==> src/design/tpq_pkg.sv <==
`default_nettype none
// ----------------------------------------------------------------------------
// tpq_pkg
// Types and codes shared by the timestamp priority queue and its cells.
// ----------------------------------------------------------------------------
package tpq_pkg;

	typedef enum logic [1:0] {
		FUNC_PUSH   = 2'd0,
		FUNC_POP    = 2'd1,
		FUNC_UPDATE = 2'd2,
		FUNC_NONE   = 2'd3
	} func_t;

	typedef enum logic [1:0] {
		STATUS_OK        = 2'd0,
		STATUS_FULL      = 2'd1,
		STATUS_EMPTY     = 2'd2,
		STATUS_NOT_FOUND = 2'd3
	} status_t;

	typedef struct packed {
		logic [1:0]  func;
		logic [7:0]  in_seqnum;
		logic [31:0] in_timestamp;
	} req_t;

	typedef struct packed {
		logic [1:0]  status;
		logic [7:0]  popped_seqnum;
		logic [31:0] popped_timestamp;
		logic        head_valid;
		logic [7:0]  head_seqnum;
		logic [31:0] head_timestamp;
		logic [5:0]  entry_count;
	} rsp_t;

	typedef struct packed {
		logic        valid;
		logic [7:0]  seqnum;
		logic [31:0] timestamp;
	} entry_t;

	typedef struct packed {
		logic        en;
		logic        ins;
		logic [7:0]  seqnum;
		logic [31:0] timestamp;
	} cell_ctl_t;

endpackage

`default_nettype wire

==> src/design/tpq_cell.sv <==
`default_nettype none
// ----------------------------------------------------------------------------
// tpq_cell
// One slot of the sorted chain. Closes a gap from its tail-side neighbor,
// then keeps, takes the new entry or takes the head-side neighbor's entry.
// ----------------------------------------------------------------------------
module tpq_cell (
	input  wire logic              clk,
	input  wire logic              arst_n,
	input  wire tpq_pkg::cell_ctl_t ctl,
	input  wire logic              shift,
	input  wire tpq_pkg::entry_t   right_cur,
	input  wire tpq_pkg::entry_t   left_r,
	input  wire logic              left_lt,
	output tpq_pkg::entry_t        cur,
	output tpq_pkg::entry_t        r_out,
	output logic                   lt_out,
	output logic                   match,
	output tpq_pkg::entry_t        nxt
);
	import tpq_pkg::*;

	logic        valid_q;
	logic [7:0]  seqnum_q;
	logic [31:0] timestamp_q;
	entry_t      r;
	logic        lt;

	assign cur   = '{valid: valid_q, seqnum: seqnum_q, timestamp: timestamp_q};
	assign match = valid_q && (seqnum_q == ctl.seqnum);

	always_comb begin
		r  = shift ? right_cur : cur;
		lt = r.valid && (r.timestamp < ctl.timestamp);
		if (!ctl.ins || lt) begin
			nxt = r;
		end else if (left_lt) begin
			nxt = '{valid: 1'b1, seqnum: ctl.seqnum, timestamp: ctl.timestamp};
		end else begin
			nxt = left_r;
		end
	end

	assign r_out  = r;
	assign lt_out = lt;

	always_ff @(posedge clk or negedge arst_n) begin
		if (!arst_n) begin
			valid_q <= 1'b0;
		end else if (ctl.en) begin
			valid_q <= nxt.valid;
		end
	end

	always_ff @(posedge clk) begin
		if (ctl.en) begin
			seqnum_q    <= nxt.seqnum;
			timestamp_q <= nxt.timestamp;
		end
	end

endmodule

`default_nettype wire

==> config.mk <==
export PLATFORM = sky130hd
export DESIGN_NAME = tpq_cell
export DESIGN_NICKNAME = d
export VERILOG_FILES = /design/src/design/tpq_pkg.sv /design/src/design/tpq_cell.sv
export SDC_FILE = /design/constraint.sdc
export NUM_CORES = 1
export LEC_CHECK = 0
export BUFFER_PORTS_ARGS = -buffer_cell sky130_fd_sc_hd__buf_2
export CORE_AREA = 2 2 99 101
export DETAILED_ROUTE_END_ITERATION = 8
export DIE_AREA = 0 0 101 103
export GPL_ROUTABILITY_DRIVEN = 0
export PLACE_DENSITY = 0.77
export REMOVE_ABC_BUFFERS = 1
export SETUP_SLACK_MARGIN = 0.2
export SYNTH_ARGS = -nofsm -noshare
export SYNTH_HDL_FRONTEND = slang
export SYNTH_SLANG_ARGS = --single-unit
==> constraint.sdc <==
create_clock -name clk -period 6.3 [get_ports clk]
set_input_delay 0.315 -clock clk [delete_from_list [all_inputs] [get_ports clk]]
set_output_delay 0.315 -clock clk [all_outputs]
set_load 0.005 [all_outputs]
== Word level (Yosys, flattened, before mapping) ==
Cells that the tools add are included.

* Flip-flop bits (word level): 41
* Bits of input ports: 128
* Output and inout port bits: 125
* Word-level logic and storage cells: 12

* Magnitude comparators: 1
* Equality and inequality tests: 1
* Muxes and demuxes: 3
* Reduce and logical (&&, ||, !) cells: 4

{| class="wikitable"
|+ Operators with widths
! cell !! count
|-
| $mux 41 || 3
|-
| $lt 32x32->1 || 1
|-
| $eq 8x8->1 || 1
|-
| $logic_and 1x1->1 || 2
|-
| $logic_not 1->1 || 1
|-
| $logic_or 1x1->1 || 1
|}

== Longest topological paths before layout ==
* Word-level depth: 5
* Gate-level depth with buffers: 12
* Gate-level depth less buffers: 8

== Least setup slack after synthesis ==
OpenSTA, ideal clock, no wires.

* Kind: input-to-output
* From: in shift
* To: out nxt[10] (netlist bit)
* Data arrival time: 3.161 ns
* Required time: 5.985 ns
* Path slack: 2.824 ns
* Cell stages on the path: 12
* Buffers on the path: 4
* Cell sequence: buf_6 -> clkbuf_1 -> buf_2 -> mux2_2 -> ha_1 -> a21oi_1 -> o21ai_1 -> a22o_1 -> o31a_1 -> o21ai_2 -> buf_6 -> mux2_4

{| class="wikitable"
|+ RTL lines
! what !! RTL line !! text
|-
| from (decl) || tpq_cell.sv:11 || <nowiki>input wire logic shift,</nowiki>
|-
| to (decl) || tpq_cell.sv:19 || <nowiki>output tpq_pkg::entry_t nxt</nowiki>
|}

==> flow_metrics.tcl <==
set metrics [dict create \
    worst_setup_path_end_kind "output port" \
    post_detail_place_hpwl_um 8864 \
    antenna_found_initial 0 \
    boundaryPins 253 \
    powerDensity_nw_per_um2 188.8 \
    setup.reg_to_reg.worst_slack_ns 3.01 \
    critical-path-max-stage-delay_ns 0.75 \
    timing.hold.worst.class "primary input to async pin" \
    wire_length_of_the_first_global_routing_pass_um 16400 \
    syn-instance-count 343 \
    synth_top_cells_by_area "edfxtp_1, mux2_4, mux2_2" \
    worstSkewPairLatency_ns 0.30 \
    cp_max_fo 41 \
    core_area_um2 9459 \
    final_net_count 746 \
    critical_path_class "primary input to output port" \
    period_needed_ns 4.304 \
    ff_latch_area_um2 1226 \
    placementRows 36 \
    worstReg2RegStart "timestamp_q[9]" \
    tns_ns 0 \
    netlist_area_um2 3696 \
    die_w_um 101 \
    slew_viols_final 0 \
    first_pass_iters 4 \
    max_cap_violations 0 \
    fraction_of_the_cycle_the_final_worst_path_needs_pct 68.32 \
    cts.clk_slew.worst_paths_ns 0.08 \
    critPathArrivalTime_ns 3.99 \
    first_global_vias 3453 \
    crit_path_frequent_cell "buf_2" \
    busiest_layer "met2" \
    finalSetupViolations 0 \
    slowest_stage "buf_2" \
    gr-usage-met2_pct 37.08 \
    gr_met3_demand_resource_pct 3.390 \
    fin_worst_hold_slack_ns 0.3154 \
    postSynth.topFlopCell "edfxtp_1" \
    htreeDepth 2 \
    timing.clock.skew_ns 0.01459 \
    final_cells 702 \
    postSynthRegisterBits 41 \
    gr-usage-all-layers_pct 19.91 \
    drt-vias-per-instance 5.101 \
    number_of_warnings_reported_in_the_yosys_synthesis_log 0 \
    synth_sequential_area_ratio_pct 33.18 \
    p_total_mw 0.9651 \
    grt_overflow_total 0 \
    post_synthesis_cell_type_with_the_largest_combined_area "edfxtp_1" \
    multi_input_gate_area_um2 2243 \
    tritoncts_clock_tree "built" \
    cells_traversed_along_the_worst_timing_path "buf_2 -> mux2_2 -> ha_1 -> a21oi_1 -> o21ai_1 -> a22o_1 -> o31a_1 -> o21ai_4 -> buf_4 -> mux2_4 -> buf_2" \
    cts_repair_resize_count 0 \
    share_of_yosys_cell_area_claimed_by_the_top_area_cell_type_pct 32.50 \
    reg2reg_depth 9 \
    global_route.usage.met1_pct 23.27 \
    antenna-diode-count 0 \
    total_of_hold_buffers_inserted_after_clock_tree_synthesis 1 \
    vdd.ir_drop.worst_mv 0.09255 \
    port_buffers 252 \
    post-cts-setup-buffer-count 0 \
    layout-drive-gt1-share_pct 59.69 \
    achievable-frequency_mhz 232.3 \
    final_core_utilization_pct 54.05 \
    grt_start_max_net_pins 73 \
    layout-area-overhead-vs-synth_pct 38.32 \
    max_slew_margin_pct 29.72 \
    endpoint_of_the_lowest_slack_register_to_register_path "timestamp_q[25]" \
    die_y_um 103 \
    dpl.cell_count 693 \
    antenna_violating_nets_post_route 0 \
    cellLeakagePower_nw 2.661 \
    detailedRoute.firstIterationViolations 97 \
    synth_edf_count 40 \
    worstMarginPinSlew_ns 1.054 \
    setup_repair_after_global_routing_missed_its_margin "no" \
    drt_drc_violations_left 0 \
    drt-wirelength-per-cell_um 16.11 \
    cts-buffers-inserted 5 \
    design.die.area_um2 10400 \
    initial_utilization_pct 39.07 \
    post_synth.cell_area_avg_um2 10.78 \
    drt_wl_total_um 11310 \
    clock_tree.root_cell "clkbuf_8" \
    run_status "completed" \
    async_reset_ff_share_pct 2.439 \
    cts.sink_count 41 \
    crit_path_start_kind "primary input" \
    hold_violations 0 \
    dr_total_vias 3581 \
    nFillCells 856 \
    synthDistinctLibCells 40 \
    cts.path.max_buffers 2 \
    worstPathRequired_ns 5.98 \
]
-- state kept, by name, summed over array words and instances, names as in the netlist --
register / count
timestamp_q: 32
seqnum_q: 8
valid_q: 1
-- per-stage QoR --
step           instance area, um2  worst slack, ns
6_report                     5112            1.996
5_1_grt                      5112            1.749
4_1_cts                      5112            1.876
3_5_place_dp                 5012            1.886
3_3_place_gp                 5012            1.951
2_1_floorplan                3586            2.208
-- cell families after synthesis --
family                   count (synthesis)  synth area share [%]
adder cells (fa/ha/maj)                 31                 10.49
buffers and inverters                   51                 6.330
flip-flops                              41                 33.18
multiplexers                            90                 31.28
AO/OA/AOI/OAI                           60                 9.107
AND/OR/NAND/NOR                         62                 7.718
XOR/XNOR                                 8                 1.896
-- routing by layer --
layer	share of wire, %	up-vias
met5	0	-
met4	1.7	0
met3	5.6	14
met2	52	159
met1	41	1678
li1	-	1730
-- cell usage after synthesis (2+ instances only) --
cell type / count
inv_1: 33
nand3_1: 5
xor2_1: 7
o21ai_0: 4
a21o_1: 2
mux2i_1: 3
ha_1: 31
a21oi_1: 42
nand2_1: 9
edfxtp_1: 40
nand4_1: 2
nor2_1: 36
mux2_4: 39
o21ai_1: 2
clkbuf_1: 10
and4_1: 2
buf_6: 5
mux2_2: 48
nor4_1: 2
-- layout by cell type (no fill, tap or decap), drive strengths merged, types with 2 or more instances in the layout --
master    n
buf     254
mux2     87
a21oi    42
edfxtp   40
nor2     36
inv      33
ha       31
nand2     9
clkbuf    8
xor2      7
o21ai     7
nand3     5
mux2i     3
nand4     3
nor4      3
a21o      2
and4      2
-- worst max path at each step --
stage | start | endpoint | cells after the start
finish | shift | nxt[31] | 11
global route | shift | nxt[31] | 11
CTS | shift | nxt[31] | 11
detailed placement | shift | nxt[31] | 11
global placement | shift | nxt[31] | 11
floorplan | timestamp_q[9] | nxt[10] | 8
-- critical path: cells and delay by family --
family,cells,cell delay [ns]
AOI/OAI and AO/OA,5,0.99
muxes,2,0.82
adders and majority gates,1,0.29
buffers and inverters,3,1.53
-- cell type report --
class	instances	area share (%)
Inverter	33	2.423
Multi-Input combinational cell	251	43.88
Sequential cell	41	23.98
Clock buffer	8	1.762
Timing Repair Buffer	255	25.16
Tap cell	114	2.790
-- report_power, final --
part	total (mW)	switching, mW	leakage (nW)	internal [mW]
Clock	0.188	0.0979	0.0455	0.0896
Sequential	0.357	0.0169	0.399	0.340
Combinational	0.421	0.196	2.22	0.224
No activity file was read; power rests on OpenSTA's default activity.
